==> src/design/ucn_pkg.sv <==
`default_nettype none

package ucn_pkg;

    // component kinds
    localparam logic [2:0] KIND_SCHEME    = 3'd0;
    localparam logic [2:0] KIND_USERINFO  = 3'd1;
    localparam logic [2:0] KIND_HOST      = 3'd2;
    localparam logic [2:0] KIND_PATH      = 3'd3;
    localparam logic [2:0] KIND_QUERY     = 3'd4;
    localparam logic [2:0] KIND_FRAGMENT  = 3'd5;
    localparam logic [2:0] KIND_IPVFUTURE = 3'd6;
    localparam logic [2:0] KIND_RESET     = KIND_PATH;

    // register map
    localparam int unsigned CFG_ADDR_W = 3;
    localparam int unsigned CFG_DATA_W = 32;
    localparam logic [0:0] REG_COMPONENT_KIND = 1'b0;

    localparam logic [7:0] CHAR_PERCENT = 8'h25;

    // one entry of the front-to-back queue
    typedef struct packed {
        logic       escape;   // three words: '%', hi, lo
        logic [7:0] data;     // single word payload
        logic [7:0] hi_char;
        logic [7:0] lo_char;
        logic       done;
        logic       err;
    } t_cmd;

    function automatic logic is_alpha(input logic [7:0] b);
        logic [7:0] l;
        l = b | 8'h20;
        return (l >= 8'h61) && (l <= 8'h7A);
    endfunction

    function automatic logic is_digit(input logic [7:0] b);
        return (b >= 8'h30) && (b <= 8'h39);
    endfunction

    function automatic logic hex_ok(input logic [7:0] b);
        return is_digit(b) || ((b >= 8'h61) && (b <= 8'h66)) ||
               ((b >= 8'h41) && (b <= 8'h46));
    endfunction

    function automatic logic [3:0] hex_val(input logic [7:0] b);
        logic [7:0] v;
        if (is_digit(b)) begin
            v = b - 8'h30;
        end else if ((b >= 8'h61) && (b <= 8'h66)) begin
            v = b - 8'h57;
        end else begin
            v = b - 8'h37;
        end
        return v[3:0];
    endfunction

    function automatic logic [7:0] to_upper(input logic [7:0] b);
        return ((b >= 8'h61) && (b <= 8'h7A)) ? (b - 8'h20) : b;
    endfunction

    function automatic logic [7:0] to_lower(input logic [7:0] b);
        return ((b >= 8'h41) && (b <= 8'h5A)) ? (b + 8'h20) : b;
    endfunction

    function automatic logic allowed(input logic [2:0] kind, input logic [7:0] b);
        logic unres;
        logic sub;
        logic pchar;
        logic res;
        unres = is_alpha(b) || is_digit(b) || (b == 8'h2D) || (b == 8'h2E) ||
                (b == 8'h5F) || (b == 8'h7E);
        sub   = (b == 8'h21) || (b == 8'h24) || ((b >= 8'h26) && (b <= 8'h2C)) ||
                (b == 8'h3B) || (b == 8'h3D);
        pchar = unres || sub || (b == 8'h3A) || (b == 8'h40);
        unique case (kind)
            KIND_SCHEME: begin
                res = is_alpha(b) || is_digit(b) || (b == 8'h2B) || (b == 8'h2D) ||
                      (b == 8'h2E);
            end
            KIND_USERINFO, KIND_IPVFUTURE: begin
                res = unres || sub || (b == 8'h3A);
            end
            KIND_HOST: begin
                res = unres || sub;
            end
            KIND_QUERY, KIND_FRAGMENT: begin
                res = pchar || (b == 8'h2F) || (b == 8'h3F);
            end
            default: begin
                res = pchar || (b == 8'h2F);
            end
        endcase
        return res;
    endfunction

endpackage

`default_nettype wire

==> src/design/ucn_stream_if.sv <==
`default_nettype none

interface ucn_in_if;
    logic       valid;
    logic       ready;
    logic [7:0] in_byte;
    logic       end_of_string;

    modport source (output valid, output in_byte, output end_of_string, input ready);
    modport sink   (input valid, input in_byte, input end_of_string, output ready);
endinterface

interface ucn_out_if;
    logic       valid;
    logic       ready;
    logic [7:0] out_byte;
    logic       run_last;
    logic       string_done;
    logic       error;

    modport source (output valid, output out_byte, output run_last,
                    output string_done, output error, input ready);
    modport sink   (input valid, input out_byte, input run_last,
                    input string_done, input error, output ready);
endinterface

`default_nettype wire

==> src/design/uri_component_normalizer_core.sv <==
`default_nettype none

// channel   dir  handshake      payload
// i_item    in   valid/ready    in_byte[7:0], end_of_string
// o_result  out  valid/ready    out_byte[7:0], run_last, string_done, error
// apb       in   psel/penable   paddr[2:0], pwdata[31:0], prdata[31:0], pready
//
// one input byte per cycle; the front classifies it in the accept cycle and
// queues at most one command, so the front never waits on anything but a full queue
// the back sends one word per cycle while o_result is ready, three for a re-escape, which the queue absorbs
// an accepted byte's command passes through the queue, then the back's output register, on to o_result
// reset (synchronous, active low) empties queue and output, component_kind back to path
// o_result stalls fill the queue, then i_item.ready drops

module uri_component_normalizer_core #(
    parameter int unsigned QUEUE_DEPTH = 4
) (
    input  wire                              i_clk,
    input  wire                              i_rst_n,
    ucn_in_if.sink                           i_item,
    ucn_out_if.source                        o_result,
    input  wire                              psel,
    input  wire                              penable,
    input  wire                              pwrite,
    input  wire [ucn_pkg::CFG_ADDR_W-1:0]    paddr,
    input  wire [ucn_pkg::CFG_DATA_W-1:0]    pwdata,
    output logic [ucn_pkg::CFG_DATA_W-1:0]   prdata,
    output logic                             pready
);

    // config register, picks the allowed set
    logic [2:0] r_kind;

    logic          cfg_wr;
    logic          q_full;
    logic          q_push;
    logic          q_valid;
    logic          q_pop;
    ucn_pkg::t_cmd push_cmd;
    ucn_pkg::t_cmd head_cmd;

    // apb: no wait states, register index sits at paddr[2]
    assign pready = 1'b1;
    assign cfg_wr = psel && penable && pwrite && pready &&
                    (paddr[2] == ucn_pkg::REG_COMPONENT_KIND);

    always_ff @(posedge i_clk) begin
        if (!i_rst_n) begin
            r_kind <= ucn_pkg::KIND_RESET;
        end else if (cfg_wr) begin
            r_kind <= pwdata[2:0];
        end
    end

    always_comb begin
        prdata = '0;
        if (paddr[2] == ucn_pkg::REG_COMPONENT_KIND) begin
            prdata[2:0] = r_kind;
        end
    end

    // front: escape tracking and classification
    ucn_front u_front (
        .i_clk     (i_clk),
        .i_rst_n   (i_rst_n),
        .i_kind    (r_kind),
        .i_valid   (i_item.valid),
        .i_in_byte (i_item.in_byte),
        .i_end     (i_item.end_of_string),
        .o_ready   (i_item.ready),
        .i_q_full  (q_full),
        .o_push    (q_push),
        .o_cmd     (push_cmd)
    );

    // decoupling queue of commands
    ucn_queue #(
        .DEPTH (QUEUE_DEPTH)
    ) u_queue (
        .i_clk   (i_clk),
        .i_rst_n (i_rst_n),
        .i_push  (q_push),
        .i_cmd   (push_cmd),
        .o_full  (q_full),
        .i_pop   (q_pop),
        .o_valid (q_valid),
        .o_cmd   (head_cmd)
    );

    // back: expands commands into output words behind an output register
    ucn_back u_back (
        .i_clk     (i_clk),
        .i_rst_n   (i_rst_n),
        .i_q_valid (q_valid),
        .i_cmd     (head_cmd),
        .o_pop     (q_pop),
        .o_result  (o_result)
    );

endmodule

`default_nettype wire

==> src/design/ucn_front.sv <==
`default_nettype none

module ucn_front (
    input  wire              i_clk,
    input  wire              i_rst_n,
    input  wire [2:0]        i_kind,
    input  wire              i_valid,
    input  wire [7:0]        i_in_byte,
    input  wire              i_end,
    output logic             o_ready,
    input  wire              i_q_full,
    output logic             o_push,
    output ucn_pkg::t_cmd    o_cmd
);

    localparam logic [1:0] PH_IDLE = 2'd0;
    localparam logic [1:0] PH_PCT  = 2'd1;
    localparam logic [1:0] PH_HEX1 = 2'd2;

    logic [1:0] r_phase, n_phase;
    logic [7:0] r_first_hex, n_first_hex;
    logic       r_at_start, n_at_start;
    logic       r_failed, n_failed;

    logic          accept;
    logic          emit;
    logic          fail;
    logic [7:0]    dec;
    ucn_pkg::t_cmd cmd;

    assign o_ready = !i_q_full;
    assign accept  = i_valid && o_ready;
    assign dec     = {ucn_pkg::hex_val(r_first_hex), ucn_pkg::hex_val(i_in_byte)};

    always_comb begin
        n_phase     = r_phase;
        n_first_hex = r_first_hex;
        n_at_start  = r_at_start;
        n_failed    = r_failed;
        emit        = 1'b0;
        fail        = 1'b0;
        cmd         = '0;
        if (i_end) begin
            emit        = 1'b1;
            cmd.done    = 1'b1;
            cmd.err     = r_failed || (r_phase != PH_IDLE) ||
                          ((i_kind == ucn_pkg::KIND_SCHEME) && r_at_start);
            n_phase     = PH_IDLE;
            n_first_hex = '0;
            n_at_start  = 1'b1;
            n_failed    = 1'b0;
        end else if (!r_failed) begin
            n_at_start = 1'b0;
            if (i_kind == ucn_pkg::KIND_SCHEME) begin
                n_phase = PH_IDLE;
                if (ucn_pkg::allowed(i_kind, i_in_byte) &&
                    (!r_at_start || ucn_pkg::is_alpha(i_in_byte))) begin
                    emit     = 1'b1;
                    cmd.data = ucn_pkg::to_lower(i_in_byte);
                end else begin
                    fail = 1'b1;
                end
            end else begin
                unique case (r_phase)
                    PH_IDLE: begin
                        if (i_in_byte == ucn_pkg::CHAR_PERCENT) begin
                            n_phase = PH_PCT;
                        end else if (ucn_pkg::allowed(i_kind, i_in_byte)) begin
                            emit     = 1'b1;
                            cmd.data = i_in_byte;
                        end else begin
                            fail = 1'b1;
                        end
                    end
                    PH_PCT: begin
                        if (ucn_pkg::hex_ok(i_in_byte)) begin
                            n_first_hex = i_in_byte;
                            n_phase     = PH_HEX1;
                        end else begin
                            fail = 1'b1;
                        end
                    end
                    default: begin
                        // first digit was checked on its way in
                        if (ucn_pkg::hex_ok(i_in_byte) && ucn_pkg::hex_ok(r_first_hex)) begin
                            n_phase = PH_IDLE;
                            emit    = 1'b1;
                            if (ucn_pkg::allowed(i_kind, dec)) begin
                                cmd.data = dec;
                            end else begin
                                cmd.escape  = 1'b1;
                                cmd.hi_char = ucn_pkg::to_upper(r_first_hex);
                                cmd.lo_char = ucn_pkg::to_upper(i_in_byte);
                            end
                        end else begin
                            fail = 1'b1;
                        end
                    end
                endcase
            end
            if (fail) begin
                n_failed = 1'b1;
                n_phase  = PH_IDLE;
                emit     = 1'b1;
                cmd      = '0;
                cmd.err  = 1'b1;
            end
        end
    end

    assign o_push = accept && emit;
    assign o_cmd  = cmd;

    always_ff @(posedge i_clk) begin
        if (!i_rst_n) begin
            r_phase     <= PH_IDLE;
            r_first_hex <= '0;
            r_at_start  <= 1'b1;
            r_failed    <= 1'b0;
        end else if (accept) begin
            r_phase     <= n_phase;
            r_first_hex <= n_first_hex;
            r_at_start  <= n_at_start;
            r_failed    <= n_failed;
        end
    end

`ifndef SYNTHESIS
    a_phase_legal: assert property (@(posedge i_clk) disable iff (!i_rst_n)
        r_phase != 2'd3)
        else $error("escape phase left its range");
    a_end_clears: assert property (@(posedge i_clk) disable iff (!i_rst_n)
        accept && i_end |=> r_at_start && !r_failed && (r_phase == PH_IDLE))
        else $error("end of string did not clear stream state");
`endif

endmodule

`default_nettype wire

==> src/design/ucn_queue.sv <==
`default_nettype none

module ucn_queue #(
    parameter int unsigned DEPTH = 4
) (
    input  wire              i_clk,
    input  wire              i_rst_n,
    input  wire              i_push,
    input  ucn_pkg::t_cmd    i_cmd,
    output logic             o_full,
    input  wire              i_pop,
    output logic             o_valid,
    output ucn_pkg::t_cmd    o_cmd
);

    localparam int unsigned PTR_W = (DEPTH > 1) ? $clog2(DEPTH) : 1;
    localparam int unsigned CNT_W = $clog2(DEPTH + 1);
    localparam logic [PTR_W-1:0] LAST_PTR = PTR_W'(DEPTH - 1);

    ucn_pkg::t_cmd    r_mem [DEPTH];
    logic [PTR_W-1:0] r_wr_ptr, r_rd_ptr;
    logic [CNT_W-1:0] r_count;

    logic do_push;
    logic do_pop;

    assign o_full  = (r_count == CNT_W'(DEPTH));
    assign o_valid = (r_count != '0);
    assign o_cmd   = r_mem[r_rd_ptr];
    assign do_push = i_push && !o_full;
    assign do_pop  = i_pop && o_valid;

    always_ff @(posedge i_clk) begin
        if (do_push) begin
            r_mem[r_wr_ptr] <= i_cmd;
        end
    end

    always_ff @(posedge i_clk) begin
        if (!i_rst_n) begin
            r_wr_ptr <= '0;
            r_rd_ptr <= '0;
            r_count  <= '0;
        end else begin
            if (do_push) begin
                r_wr_ptr <= (r_wr_ptr == LAST_PTR) ? '0 : r_wr_ptr + 1'b1;
            end
            if (do_pop) begin
                r_rd_ptr <= (r_rd_ptr == LAST_PTR) ? '0 : r_rd_ptr + 1'b1;
            end
            if (do_push && !do_pop) begin
                r_count <= r_count + 1'b1;
            end else if (do_pop && !do_push) begin
                r_count <= r_count - 1'b1;
            end
        end
    end

`ifndef SYNTHESIS
    a_no_overflow: assert property (@(posedge i_clk) disable iff (!i_rst_n)
        !(i_push && o_full))
        else $error("push into full queue");
    a_count_range: assert property (@(posedge i_clk) disable iff (!i_rst_n)
        r_count <= CNT_W'(DEPTH))
        else $error("queue count out of range");
`endif

endmodule

`default_nettype wire

==> src/design/ucn_back.sv <==
`default_nettype none

module ucn_back (
    input  wire              i_clk,
    input  wire              i_rst_n,
    input  wire              i_q_valid,
    input  ucn_pkg::t_cmd    i_cmd,
    output logic             o_pop,
    ucn_out_if.source        o_result
);

    logic [1:0] r_idx;
    logic       r_valid;
    logic [7:0] r_out_byte;
    logic       r_run_last;
    logic       r_done;
    logic       r_err;

    logic       load;
    logic       last;
    logic [7:0] word;

    assign load  = i_q_valid && (!r_valid || o_result.ready);
    assign last  = !i_cmd.escape || (r_idx == 2'd2);
    assign o_pop = load && last;

    always_comb begin
        if (!i_cmd.escape) begin
            word = i_cmd.data;
        end else if (r_idx == 2'd0) begin
            word = ucn_pkg::CHAR_PERCENT;
        end else if (r_idx == 2'd1) begin
            word = i_cmd.hi_char;
        end else begin
            word = i_cmd.lo_char;
        end
    end

    always_ff @(posedge i_clk) begin
        if (!i_rst_n) begin
            r_idx   <= '0;
            r_valid <= 1'b0;
        end else begin
            if (load) begin
                r_idx   <= last ? 2'd0 : r_idx + 2'd1;
                r_valid <= 1'b1;
            end else if (o_result.ready) begin
                r_valid <= 1'b0;
            end
        end
    end

    always_ff @(posedge i_clk) begin
        if (load) begin
            r_out_byte <= word;
            r_run_last <= last;
            r_done     <= i_cmd.done;
            r_err      <= i_cmd.err;
        end
    end

    assign o_result.valid       = r_valid;
    assign o_result.out_byte    = r_out_byte;
    assign o_result.run_last    = r_run_last;
    assign o_result.string_done = r_done;
    assign o_result.error       = r_err;

`ifndef SYNTHESIS
    a_idx_range: assert property (@(posedge i_clk) disable iff (!i_rst_n)
        r_idx != 2'd3)
        else $error("expansion index out of range");
    a_done_is_last: assert property (@(posedge i_clk) disable iff (!i_rst_n)
        r_valid && (r_done || r_err) |-> r_run_last && (r_out_byte == 8'd0))
        else $error("terminator or error word not a lone zero word");
`endif

endmodule

`default_nettype wire

==> src/flat_wrapper.sv <==
// flat-port wrapper written by rule: the top's interface ports become plain ports
module uri_component_normalizer_core_flat 
#(
    parameter int unsigned QUEUE_DEPTH = 4
)
  (i_clk, i_rst_n, psel, penable, pwrite, paddr, pwdata, prdata, pready, i_item_valid, i_item_in_byte, i_item_end_of_string, i_item_ready, o_result_valid, o_result_out_byte, o_result_run_last, o_result_string_done, o_result_error, o_result_ready);
  ucn_in_if i_item_i ();
  ucn_out_if o_result_i ();
  input  wire i_clk;
  input  wire i_rst_n;
  input  wire psel;
  input  wire penable;
  input  wire pwrite;
  input  wire [ucn_pkg::CFG_ADDR_W-1:0] paddr;
  input  wire [ucn_pkg::CFG_DATA_W-1:0] pwdata;
  output logic [ucn_pkg::CFG_DATA_W-1:0] prdata;
  output logic pready;
  input wire logic [$bits(i_item_i.valid)-1:0] i_item_valid;
  input wire logic [$bits(i_item_i.in_byte)-1:0] i_item_in_byte;
  input wire logic [$bits(i_item_i.end_of_string)-1:0] i_item_end_of_string;
  output wire logic [$bits(i_item_i.ready)-1:0] i_item_ready;
  output wire logic [$bits(o_result_i.valid)-1:0] o_result_valid;
  output wire logic [$bits(o_result_i.out_byte)-1:0] o_result_out_byte;
  output wire logic [$bits(o_result_i.run_last)-1:0] o_result_run_last;
  output wire logic [$bits(o_result_i.string_done)-1:0] o_result_string_done;
  output wire logic [$bits(o_result_i.error)-1:0] o_result_error;
  input wire logic [$bits(o_result_i.ready)-1:0] o_result_ready;
  assign i_item_i.valid = i_item_valid;
  assign i_item_i.in_byte = i_item_in_byte;
  assign i_item_i.end_of_string = i_item_end_of_string;
  assign i_item_ready = i_item_i.ready;
  assign o_result_valid = o_result_i.valid;
  assign o_result_out_byte = o_result_i.out_byte;
  assign o_result_run_last = o_result_i.run_last;
  assign o_result_string_done = o_result_i.string_done;
  assign o_result_error = o_result_i.error;
  assign o_result_i.ready = o_result_ready;
  uri_component_normalizer_core #(.QUEUE_DEPTH(QUEUE_DEPTH)) u_core (.i_clk(i_clk), .i_rst_n(i_rst_n), .i_item(i_item_i), .o_result(o_result_i), .psel(psel), .penable(penable), .pwrite(pwrite), .paddr(paddr), .pwdata(pwdata), .prdata(prdata), .pready(pready));
endmodule
==> config.mk <==
export PLATFORM = sky130hd
export DESIGN_NAME = uri_component_normalizer_core_flat
export DESIGN_NICKNAME = d
export VERILOG_FILES = /design/src/design/ucn_pkg.sv /design/src/design/ucn_stream_if.sv /design/src/design/uri_component_normalizer_core.sv /design/src/design/ucn_front.sv /design/src/design/ucn_queue.sv /design/src/design/ucn_back.sv /design/src/flat_wrapper.sv
export SDC_FILE = /design/constraint.sdc
export NUM_CORES = 1
export LEC_CHECK = 0
export ABC_CLOCK_PERIOD_IN_PS = 5910
export BUFFER_PORTS_ARGS = -buffer_cell sky130_fd_sc_hd__buf_2
export CAP_MARGIN = 10
export CORE_ASPECT_RATIO = 1.4
export CORE_MARGIN = 1
export CORE_UTILIZATION = 59
export DETAILED_ROUTE_END_ITERATION = 16
export MAX_ROUTING_LAYER = met4
export PLACE_DENSITY = 0.78
export RECOVER_POWER = 50
export SLEW_MARGIN = 20
export SYNTH_ARGS = -nofsm -noshare
export SYNTH_HDL_FRONTEND = slang
export SYNTH_HIERARCHICAL = 1
export SYNTH_SLANG_ARGS = --single-unit
==> constraint.sdc <==
create_clock -name i_clk -period 5.91 [get_ports i_clk]
set_input_delay 1.182 -clock i_clk [delete_from_list [all_inputs] [get_ports i_clk]]
set_output_delay 1.182 -clock i_clk [all_outputs]
set_load 0.05 [all_outputs]
---- Word-level counts from Yosys, hierarchy flattened ----
Memories as Yosys holds them, arrays and structs flattened. A register that Yosys moved wholly into a read port is not among the register bits.
Cells that the tools add are included.
operators by class
  bitwise operators ....................... 1
  equality and inequality tests ........... 41
  mux-type cells .......................... 90
  reductions and logical operators ........ 90
  add/sub/neg operators ................... 14
  $lt $le $gt $ge ......................... 25
operators with widths
  operator                                                            count
  == test 8 x 6 -> 1 bit (second input constant)                      20
  two-way mux 8 bit                                                   16
  less-or-equal comparator 8 x 7 -> 1 bit (second input constant)     9
  two-way mux 27 bit                                                  2
  two-way mux 25 bit                                                  2
  == test 8 x 7 -> 1 bit (second input constant)                      6
  greater-or-equal comparator 8 x 7 -> 1 bit (second input constant)  6
  two-way mux 16 bit                                                  3
  two-way mux 1 bit                                                   41
  greater-or-equal comparator 8 x 6 -> 1 bit (second input constant)  5
  less-or-equal comparator 8 x 6 -> 1 bit (second input constant)     5
  logical OR 1 bit                                                    40
  logical AND 1 bit                                                   28
  two-way mux 2 bit                                                   13
  two-way mux 4 bit                                                   4
  case mux 8 bit (2 select lines)                                     1
  subtractor 4 x 3 -> 4 bit (second input constant)                   4
  subtractor 8 x 6 -> 8 bit (second input constant)                   2
  == test 3 bit (second input constant)                               4
  inequality test 5 bit (second input constant)                       2
  AND reduction 5 bit                                                 2
  nonzero test 2 bit                                                  5
  two-way mux 3 bit                                                   3
  adder 8 x 6 -> 8 bit (second input constant)                        1
  20 further kinds                                                    37
storage, ports and cells
  bits in registers ....................... 36
  memories ................................ 1
  logic and storage cells ................. 276
  input port bits ......................... 51
  memory bits (writable) .................. 108
memory list
  memory                words  bits a word  rd ports  clocked after memory_dff  wr ports  line             RTL
  u_core.u_queue.r_mem  4      27           1         1                         1         ucn_queue.sv:20  ucn_pkg::t_cmd r_mem [DEPTH];

---- Longest topological paths before layout ----
Gate-level depths: netlist of run 1.
  depth after elaboration ................. 33
  gate-level depth with buffers ........... 17
  depth with buffers taken out ............ 15

---- By module ----
Netlist of run 1, hierarchy kept.
by module, submodules not included
  module                         area each (sq um)  sequential area each (sq um)  times used  cells an instance
  ucn_queue                      4425.5             3423.3                        1           192
  ucn_front                      2797.7             240.2                         1           395
  ucn_back                       714.4              390.4                         1           58
  uri_component_normalizer_core  396.6              60.1                          1           49

---- Worst setup path after synthesis of run 1 ----
No wires, ideal clock.
  path type ............................... input to register
  from .................................... input i_item_in_byte[0]
  to ...................................... register u_core.u_queue.r_count[2]
  data arrival time ....................... 4.553 ns
  library setup time ...................... 0.076 ns
  stages .................................. 17
  slack ................................... 1.282 ns
  required time ........................... 5.834 ns
  path buffers ............................ 2
  cells stage by stage .................... clkbuf_1 > clkinv_1 > ha_1 > o21ba_2 > o21ai_0 > o41ai_1 > nor2_1 > a21oi_1 > a31oi_1 > nor2b_1 > buf_2 > ha_1 > inv_1 > fa_1 > xor2_1 > or3_1 > a21boi_0
between the ends
  word-level cells in the longest chain between the ends .. 32
  elaborated cells between the ends (all ways) .. 85
  classes of those cells .................. order compare: 10; eq/ne: 14; mux: 28; reduce/logical: 33
ends and longest elaborated chain
  what                                                                      line                                         RTL
  from (decl)                                                               flat_wrapper.sv:19                           input wire logic [$bits(i_item_i.in_byte)-1:0] i_item_in_byte;
  greater-or-equal comparator 8 x 7 -> 1 bit, or another cell as far along  ucn_pkg.sv:35                                return (l >= 8'h61) && (l <= 8'h7A);
  logical AND 1 bit, on equally long branches                               ucn_pkg.sv:35, ucn_pkg.sv:39
  logical OR 1 bit                                                          ucn_pkg.sv:72, ucn_pkg.sv:79
  logical OR 1 bit (3 in a row)                                             ucn_pkg.sv:72                                unres = is_alpha(b) || is_digit(b) || (b == 8'h2D) || (b == 8'h2E) ||
  logical OR 1 bit                                                          ucn_pkg.sv:73                                (b == 8'h5F) || (b == 8'h7E);
  logical OR 1 bit                                                          ucn_pkg.sv:76, ucn_pkg.sv:83, ucn_pkg.sv:86
  logical OR 1 bit                                                          ucn_pkg.sv:76, ucn_pkg.sv:83
  logical OR 1 bit                                                          ucn_pkg.sv:76                                pchar = unres || sub || (b == 8'h3A) || (b == 8'h40);
  [... 16 more ...]                                                         n/a
  two-way mux 1 bit (*)                                                     ucn_front.sv:43                              if (i_end) begin
  logical AND 1 bit (*)                                                     ucn_front.sv:111                             assign o_push = accept && emit;
  net u_core.q_push                                                         uri_component_normalizer_core.sv:36          logic q_push;
  logical AND 1 bit (*)                                                     ucn_queue.sv:30                              assign do_push = i_push && !o_full;
  net u_core.u_queue.do_push                                                ucn_queue.sv:24                              logic do_push;
  logical NOT 1 bit                                                         ucn_queue.sv:53                              end else if (do_pop && !do_push) begin
  logical AND 1 bit                                                         ucn_queue.sv:53
  nonzero test 2 bit (no line)                                              n/a
  to (signal assigned)                                                      ucn_queue.sv:52                              r_count <= r_count + 1'b1;
  to (signal assigned)                                                      ucn_queue.sv:54                              r_count <= r_count - 1'b1;
  to (decl)                                                                 ucn_queue.sv:22                              logic [CNT_W-1:0] r_count;
Mark *: on every way through the listed nets, which the timed path passes. The rest lies on a longest branch. The select of a mux whose other input is x is not followed.
A chain may end at the register's enable or synchronous reset.

==> flow_metrics.tcl, run 1 <==
set metrics [dict create \
    reg2reg_depth 11 \
    p_sw_frac 0.3399 \
    drive_gt1_frac 0.1609 \
    hpwl_mm 12.92 \
    initial_core_util 0.6019 \
    hold-path-endpoint "u_core/u_queue/r_wr_ptr[1]" \
    place_inst 880 \
    clock-sinks 146 \
    maxCapViolCount 1 \
    final_cells 912 \
    final_area_mm2 0.008966 \
    power_frac_seq 0.412 \
    hold_violations 0 \
    vias 5748 \
    dieArea_mm2 0.01461 \
    async_flop_share 0 \
    worstHoldPathType "flip-flop to flip-flop" \
    dpl_cell_area_mm2 0.008448 \
    cts_hold_buf 0 \
    multi_input_area_mm2 0.003700 \
    fin_worst_skew_ns 0.01295 \
    wl_per_cell_um 21.05 \
    syn_inst 694 \
    via_per_inst 6.303 \
    cts.repair.resized 0 \
    post_cts_buffers 0 \
    syn_to_final_growth_pct 7.581 \
    clk_latency_ns 0.42 \
    r2r-end "u_core/u_queue/r_count[2]" \
    synth_top_area_frac 0.4288 \
    ys_seq_area_frac 0.4936 \
    dr.pass1.iters 7 \
    critPathMaxFanout 15 \
    ys_ff_latch 146 \
    end_kind "flip-flop" \
    port-buffer-count 35 \
    nFillCells 1038 \
    cts_buffer_depth 2 \
    ant_nets 0 \
    grt_pass1_wl_mm 29.39 \
    globalplace.congestion 0.9351 \
    status "finished with violations" \
    root_buffer "clkbuf_16" \
    synth_area_per_cell_um2 12.01 \
    vdd_drop_max_mv 0.2766 \
    critPathLaunchType "input pin" \
    period_share 0.8934 \
    grt_use_total 0.2807 \
    grt_pass1_vias 5457 \
    cts_tree "yes" \
    p_int_w 0.002218 \
    core_mm2 0.01385 \
    r2r_slack_ns 1.22 \
    cellPowerDensity_mw_per_mm2 374.7 \
    criticalPathCategory "input pin to flip-flop" \
    die-height_um 142.6 \
    required_ns 6.03 \
    switchingPower_w 0.001142 \
    layout.nets 791 \
    netlist.top_cell.by_area "edfxtp_1" \
    postLayoutSetupSlackWorst_ns 0.6300 \
    maxSlewViolCount 28 \
    synth_enable_flop_cells 119 \
    pwr-share-comb 0.287 \
    clk_pin_slew_ns 0.07 \
    seqCellArea_mm2 0.004114 \
    grt_max_degree 35 \
    pwr-share-clk 0.301 \
    power.leakage_nw 3.054 \
    worst_slew_pin_slew_ns 2.220 \
    htreeDepth 4 \
    grt_overflow 0 \
    ys.flop_type "edfxtp_1" \
    post-route-drc-count 0 \
    yosys-top-cells-area "edfxtp_1 (43%), dfxtp_1 (6.5%), mux4_2 (5.4%), ha_1 (3.8%), buf_4 (3.0%)" \
    holdPathStages 2 \
    io_pins 97 \
    yosysUniqueCellTypes 95 \
    violations "max-capacitance violations, max-slew violations" \
    drtIter0Drc 506 \
    relSlewSlack -0.4801 \
    die_x_um 102.5 \
    routed_wl_mm 19.20 \
    final.min_clock_period_ns 5.280 \
    rows 51 \
    min_from "u_core/u_queue/r_wr_ptr[1]" \
    grt_antenna_before_repair 0 \
    setup_violations 0 \
    max_freq_ghz 0.1894 \
    pre_cts_ws_ns 0.7424 \
    tns_ns 0 \
    syn_area_mm2 0.008334 \
    rsz0062_at_grt "false" \
    yosysWarnings 6 \
    arrival_ns 5.40 \
    cts_buffers 17 \
    antenna_cells 0 \
]
[state kept, by name (all words and copies together), names as in the netlist, 2 cells and up, named ones only]
register,count
u_core/u_queue/r_mem,108
u_core/u_back/o_result.out_byte,8
u_core/u_front/r_first_hex,8
u_core/r_kind,3
u_core/u_queue/r_count,3
u_core/u_back/r_idx,2
u_core/u_front/r_phase,2
u_core/u_queue/r_rd_ptr,2
u_core/u_queue/r_wr_ptr,2
[final cells by class]
| cell class | instances | area share |
|---|---|---|
| clock buffer | 17 | 0.04745 |
| multi-input combinational | 467 | 0.4126 |
| clock inverter | 15 | 0.01563 |
| sequential | 146 | 0.4588 |
| timing repair buffer | 47 | 0.02498 |
| tap | 185 | 0.02582 |
| inverter | 35 | 0.01465 |
[power groups by stage]
| stage | Clock [W] | Combinational [W] | Sequential (W) |
|---|---|---|---|
| 2_1_floorplan | 0 | 0.000659 | 0.00154 |
| 3_3_place_gp | 0 | 0.000939 | 0.00138 |
| 3_5_place_dp | 0 | 0.000970 | 0.00140 |
| 4_1_cts | 0.00103 | 0.000984 | 0.00139 |
| 5_1_grt | 0.00106 | 0.00104 | 0.00140 |
| 6_report | 0.00101 | 0.000963 | 0.00138 |
[synth_stat cells, drive strengths merged (3+ instances only)]
cell     count
nor3        20
and3         3
or3b         5
nand3       24
a22oi       12
o22a         3
a211oi       6
o311a        3
nand2       40
nor4         9
o21ai       23
mux4        27
nand4        4
or3          5
o22ai        8
mux2i       14
o31ai        3
mux2         5
a21o         4
o211ai       8
a31oi        6
nor2        32
a21oi       26
nand2b       9
and2b        4
o41ai        3
o32ai        4
a21boi       3
a32oi        4
dfxtp       27
ha          25
and2        14
buf         62
inv         34
a2111oi      3
edfxtp     119
nor3b        4
o21a         6
nor2b       23
clkbuf      12
[placed cells by master, fill, tap and decap left out, drive strengths merged, types with 4 or more instances in the layout]
| cell type | Yosys | routed |
|---|---|---|
| a22oi | 12 | 12 |
| conb | 2 | 30 |
| or3 | 5 | 5 |
| a211oi | 6 | 6 |
| dfxtp | 27 | 27 |
| mux2 | 5 | 5 |
| a21oi | 26 | 26 |
| inv | 34 | 43 |
| nand2b | 9 | 9 |
| ha | 25 | 25 |
| o32ai | 4 | 4 |
| buf | 62 | 23 |
| o21a | 6 | 6 |
| clkbuf | 12 | 41 |
| nor3 | 20 | 20 |
| nor2 | 32 | 32 |
| nor4 | 9 | 9 |
| edfxtp | 119 | 119 |
| nor2b | 23 | 23 |
| and2b | 4 | 4 |
| a21o | 4 | 4 |
| o22ai | 8 | 8 |
| or3b | 5 | 5 |
| mux2i | 14 | 14 |
| o21ai | 23 | 23 |
| nand2 | 40 | 40 |
| o211ai | 8 | 8 |
| mux4 | 27 | 27 |
| nand3 | 24 | 24 |
| a32oi | 4 | 4 |
| clkinv | 1 | 5 |
| and2 | 14 | 14 |
| nor3b | 4 | 4 |
| nand4 | 4 | 4 |
| a31oi | 6 | 6 |
[critical path, cell delays in order]
cell and delay, ns:
clkbuf_1 0.53, inv_1 0.29, ha_1 0.38, or3b_2 0.28, nor4_2 0.06, o41ai_1 0.69
o32ai_1 0.34, nand3_1 0.17, o2111a_2 0.32, nand2_1 0.37, nor4_1 0.77
[stage by stage]
stage	total power, W	hold WS [ns]	util
after detailed placement	0.002373	0.4853	0.6101
after CTS	0.003396	0.5168	0.6509
final	0.003360	0.5130	0.6475
after global placement	0.002321	0.4626	0.6101
after floorplan	0.002195	0.4548	-
after global routing	0.003502	0.5431	0.6475
[worst max-delay path by stage]
stage / start / endpoint / slack (ns) / cells past startpoint
after detailed placement: i_item_in_byte[0] / u_core/u_queue/r_mem[1][15] / 0.74 / 11
after CTS: i_item_in_byte[0] / u_core/u_queue/r_mem[0][15] / 1.15 / 11
after floorplan: i_item_in_byte[0] / u_core/u_queue/r_count[2] / 1.28 / 17
after global placement: i_item_in_byte[1] / u_core/u_queue/r_mem[2][20] / 0.86 / 12
after global routing: i_item_in_byte[1] / u_core/u_queue/r_mem[3][15] / 0.45 / 11
final: i_item_in_byte[1] / u_core/u_queue/r_mem[1][15] / 0.63 / 11
[routing by layer]
layer,track usage,part of all wire
met5,-,0
met4,0.1165,0.033
met3,0.04748,0.050
met2,0.4828,0.54
met1,0.3198,0.37
[logic make-up after synthesis]
family                     after synthesis  synth area share
DFF                                    146            0.4936
other                                    2         0.0009011
AOI/OAI and AO/OA                      153            0.1402
adders and majority gates               26           0.03993
buffers and inverters                  109           0.07446
and+or+nand+nor                        209            0.1467
xor gates and xnor gates                 3          0.003153
muxes                                   46            0.1010
No activity file was read; power rests on OpenSTA's default activity.
==> inputs of run 2 (changes only) <==
Settings changed: CORE_ASPECT_RATIO 1.4 to 0.8.
==> flow_metrics.tcl, run 2 (synthesis results as in run 1) <==
set metrics [dict create \
    max_stage_delay_ns 0.80 \
    power.leakage_nw 3.076 \
    relSlewSlack -0.4585 \
    dr.pass1.iters 6 \
    crit_chain "buf_2, inv_1, ha_1, or3b_2, nor4_1, o41ai_1, o32ai_1, nand3_1, o2111a_2, nand2_1, nor4_1" \
    status "finished with violations" \
    required_ns 6.02 \
    tns_ns 0 \
    critPathLaunchType "input pin" \
    cts_tree "yes" \
    r2r_slack_ns 1.19 \
    largest_reg_flops 108 \
    maxCapViolCount 1 \
    whs_ns 0.5020 \
    max_freq_ghz 0.1954 \
    period_share 0.8659 \
    cellPowerDensity_mw_per_mm2 382.7 \
    final_common_cell "edfxtp_1" \
    syn_to_final_growth_pct 7.942 \
    root_buffer "clkbuf_16" \
    globalplace.congestion 0.9331 \
    fin_worst_skew_ns 0.008550 \
    grt_antenna_before_repair 0 \
    die-height_um 108.3 \
    drtIter0Drc 447 \
    cpMostUsedCell "nor4_1" \
    dieArea_mm2 0.01461 \
    clk_latency_ns 0.41 \
    crit_family "simple AND/OR/NAND/NOR gates" \
    clock-sinks 146 \
    cp_slowest_cell "nor4_1" \
    htreeDepth 4 \
    cts_hold_buf 0 \
    rows 38 \
    cts_buffers 17 \
    layout.nets 791 \
    power_w 0.003443 \
    cts_buffer_depth 2 \
    grt_use_total 0.2763 \
    setup_violations 0 \
    criticalPathCategory "input pin to flip-flop" \
    violations "max-capacitance violations, max-slew violations" \
    arrival_ns 5.23 \
    rsz0062_at_grt "false" \
    grt_max_degree 35 \
    layout_common_cells "edfxtp_1 (119), nand2_1 (40), inv_1 (34), nor2_1 (31), conb_1 (30)" \
    port-buffer-count 35 \
    cts.repair.resized 0 \
    post-route-drc-count 0 \
    min_from "u_core/u_queue/r_wr_ptr[1]" \
    worst_slew_pin_slew_ns 2.188 \
    routed_wl_mm 18.88 \
    antenna_cells 0 \
    initial_core_util 0.6086 \
    hpwl_mm 12.49 \
    grt_pass1_vias 5485 \
    drive_gt1_frac 0.1582 \
    wl_per_cell_um 20.82 \
    critical_path_buf_inv_count 2 \
    die_x_um 134.9 \
    ant_nets 0 \
    vias 5734 \
    final.min_clock_period_ns 5.118 \
    post_cts_buffers 0 \
    maxSlewViolCount 28 \
    core_mm2 0.01369 \
    io_pins 97 \
    clk_pin_slew_ns 0.06 \
    worstHoldPathType "flip-flop to flip-flop" \
    vdd_drop_max_mv 0.2788 \
    via_per_inst 6.322 \
    hold_violations 0 \
    critPathMaxFanout 15 \
    regMostFlops "u_core/u_queue/r_mem" \
    cp-startpoint "i_item_in_byte[1]" \
    nFillCells 994 \
    grt_pass1_wl_mm 29.03 \
    end_kind "flip-flop" \
    fin_util 0.6570 \
    grt_overflow 0 \
]
run 2: layout make-up:
class | instances | area (µm²) | area share
Multi-Input combinational cell | 467 | 3694 | 0.4106
Inverter | 35 | 131.4 | 0.01460
Timing Repair Buffer | 47 | 229.0 | 0.02545
Clock inverter | 13 | 170.2 | 0.01892
Clock buffer | 19 | 432.9 | 0.04812
Sequential cell | 146 | 4114 | 0.4573
Tap cell | 180 | 225.2 | 0.02503
run 2: power by group:
part	internal, W	total (W)	switching (W)
clock network	0.000671	0.00109	0.000423
registers	0.00132	0.00138	0.0000626
logic	0.000341	0.000967	0.000626
run 2: layer usage:
| layer | GRT usage | wire length, µm | up-vias |
|---|---|---|---|
| met2 | 0.4315 | 8974 | 270 |
| li1 | - | - | 2638 |
| met5 | - | 0 | - |
| met1 | 0.3643 | 8262 | 2796 |
| met4 | 0.08909 | 343 | 0 |
| met3 | 0.05579 | 1303 | 30 |
run 2: final timing paths:
| path | endpoint | cells after the start |
|---|---|---|
| setup reg to reg | u_core/u_queue/r_count[2] | 11 |
| hold / removal | u_core/u_queue/r_wr_ptr[1] | 2 |
| hold reg to reg | u_core/u_queue/r_wr_ptr[1] | 2 |
| setup / recovery | u_core/u_queue/r_mem[2][6] | 11 |
run 2: worst register-to-register path: stages (launching register included):
cell	delay (ns)
dfxtp_1	0.30
clkbuf_1	1.56
mux4_1	0.84
and2b_1	0.26
nor2_1	0.08
o31ai_1	0.17
ha_1	0.30
inv_1	0.06
fa_1	0.37
xor2_1	0.16
or3_1	0.32
a21boi_0	0.22
run 2: per-stage QoR:
step / cells / instance area (µm²) / setup WS (ns)
after floorplan: 722 / 8439 / 1.282
after global placement: 875 / 8442 / 0.7638
after detailed placement: 875 / 8442 / 0.5516
after CTS: 907 / 9045 / 0.9729
after global routing: 907 / 8996 / 0.6358
final: 907 / 8996 / 0.7923
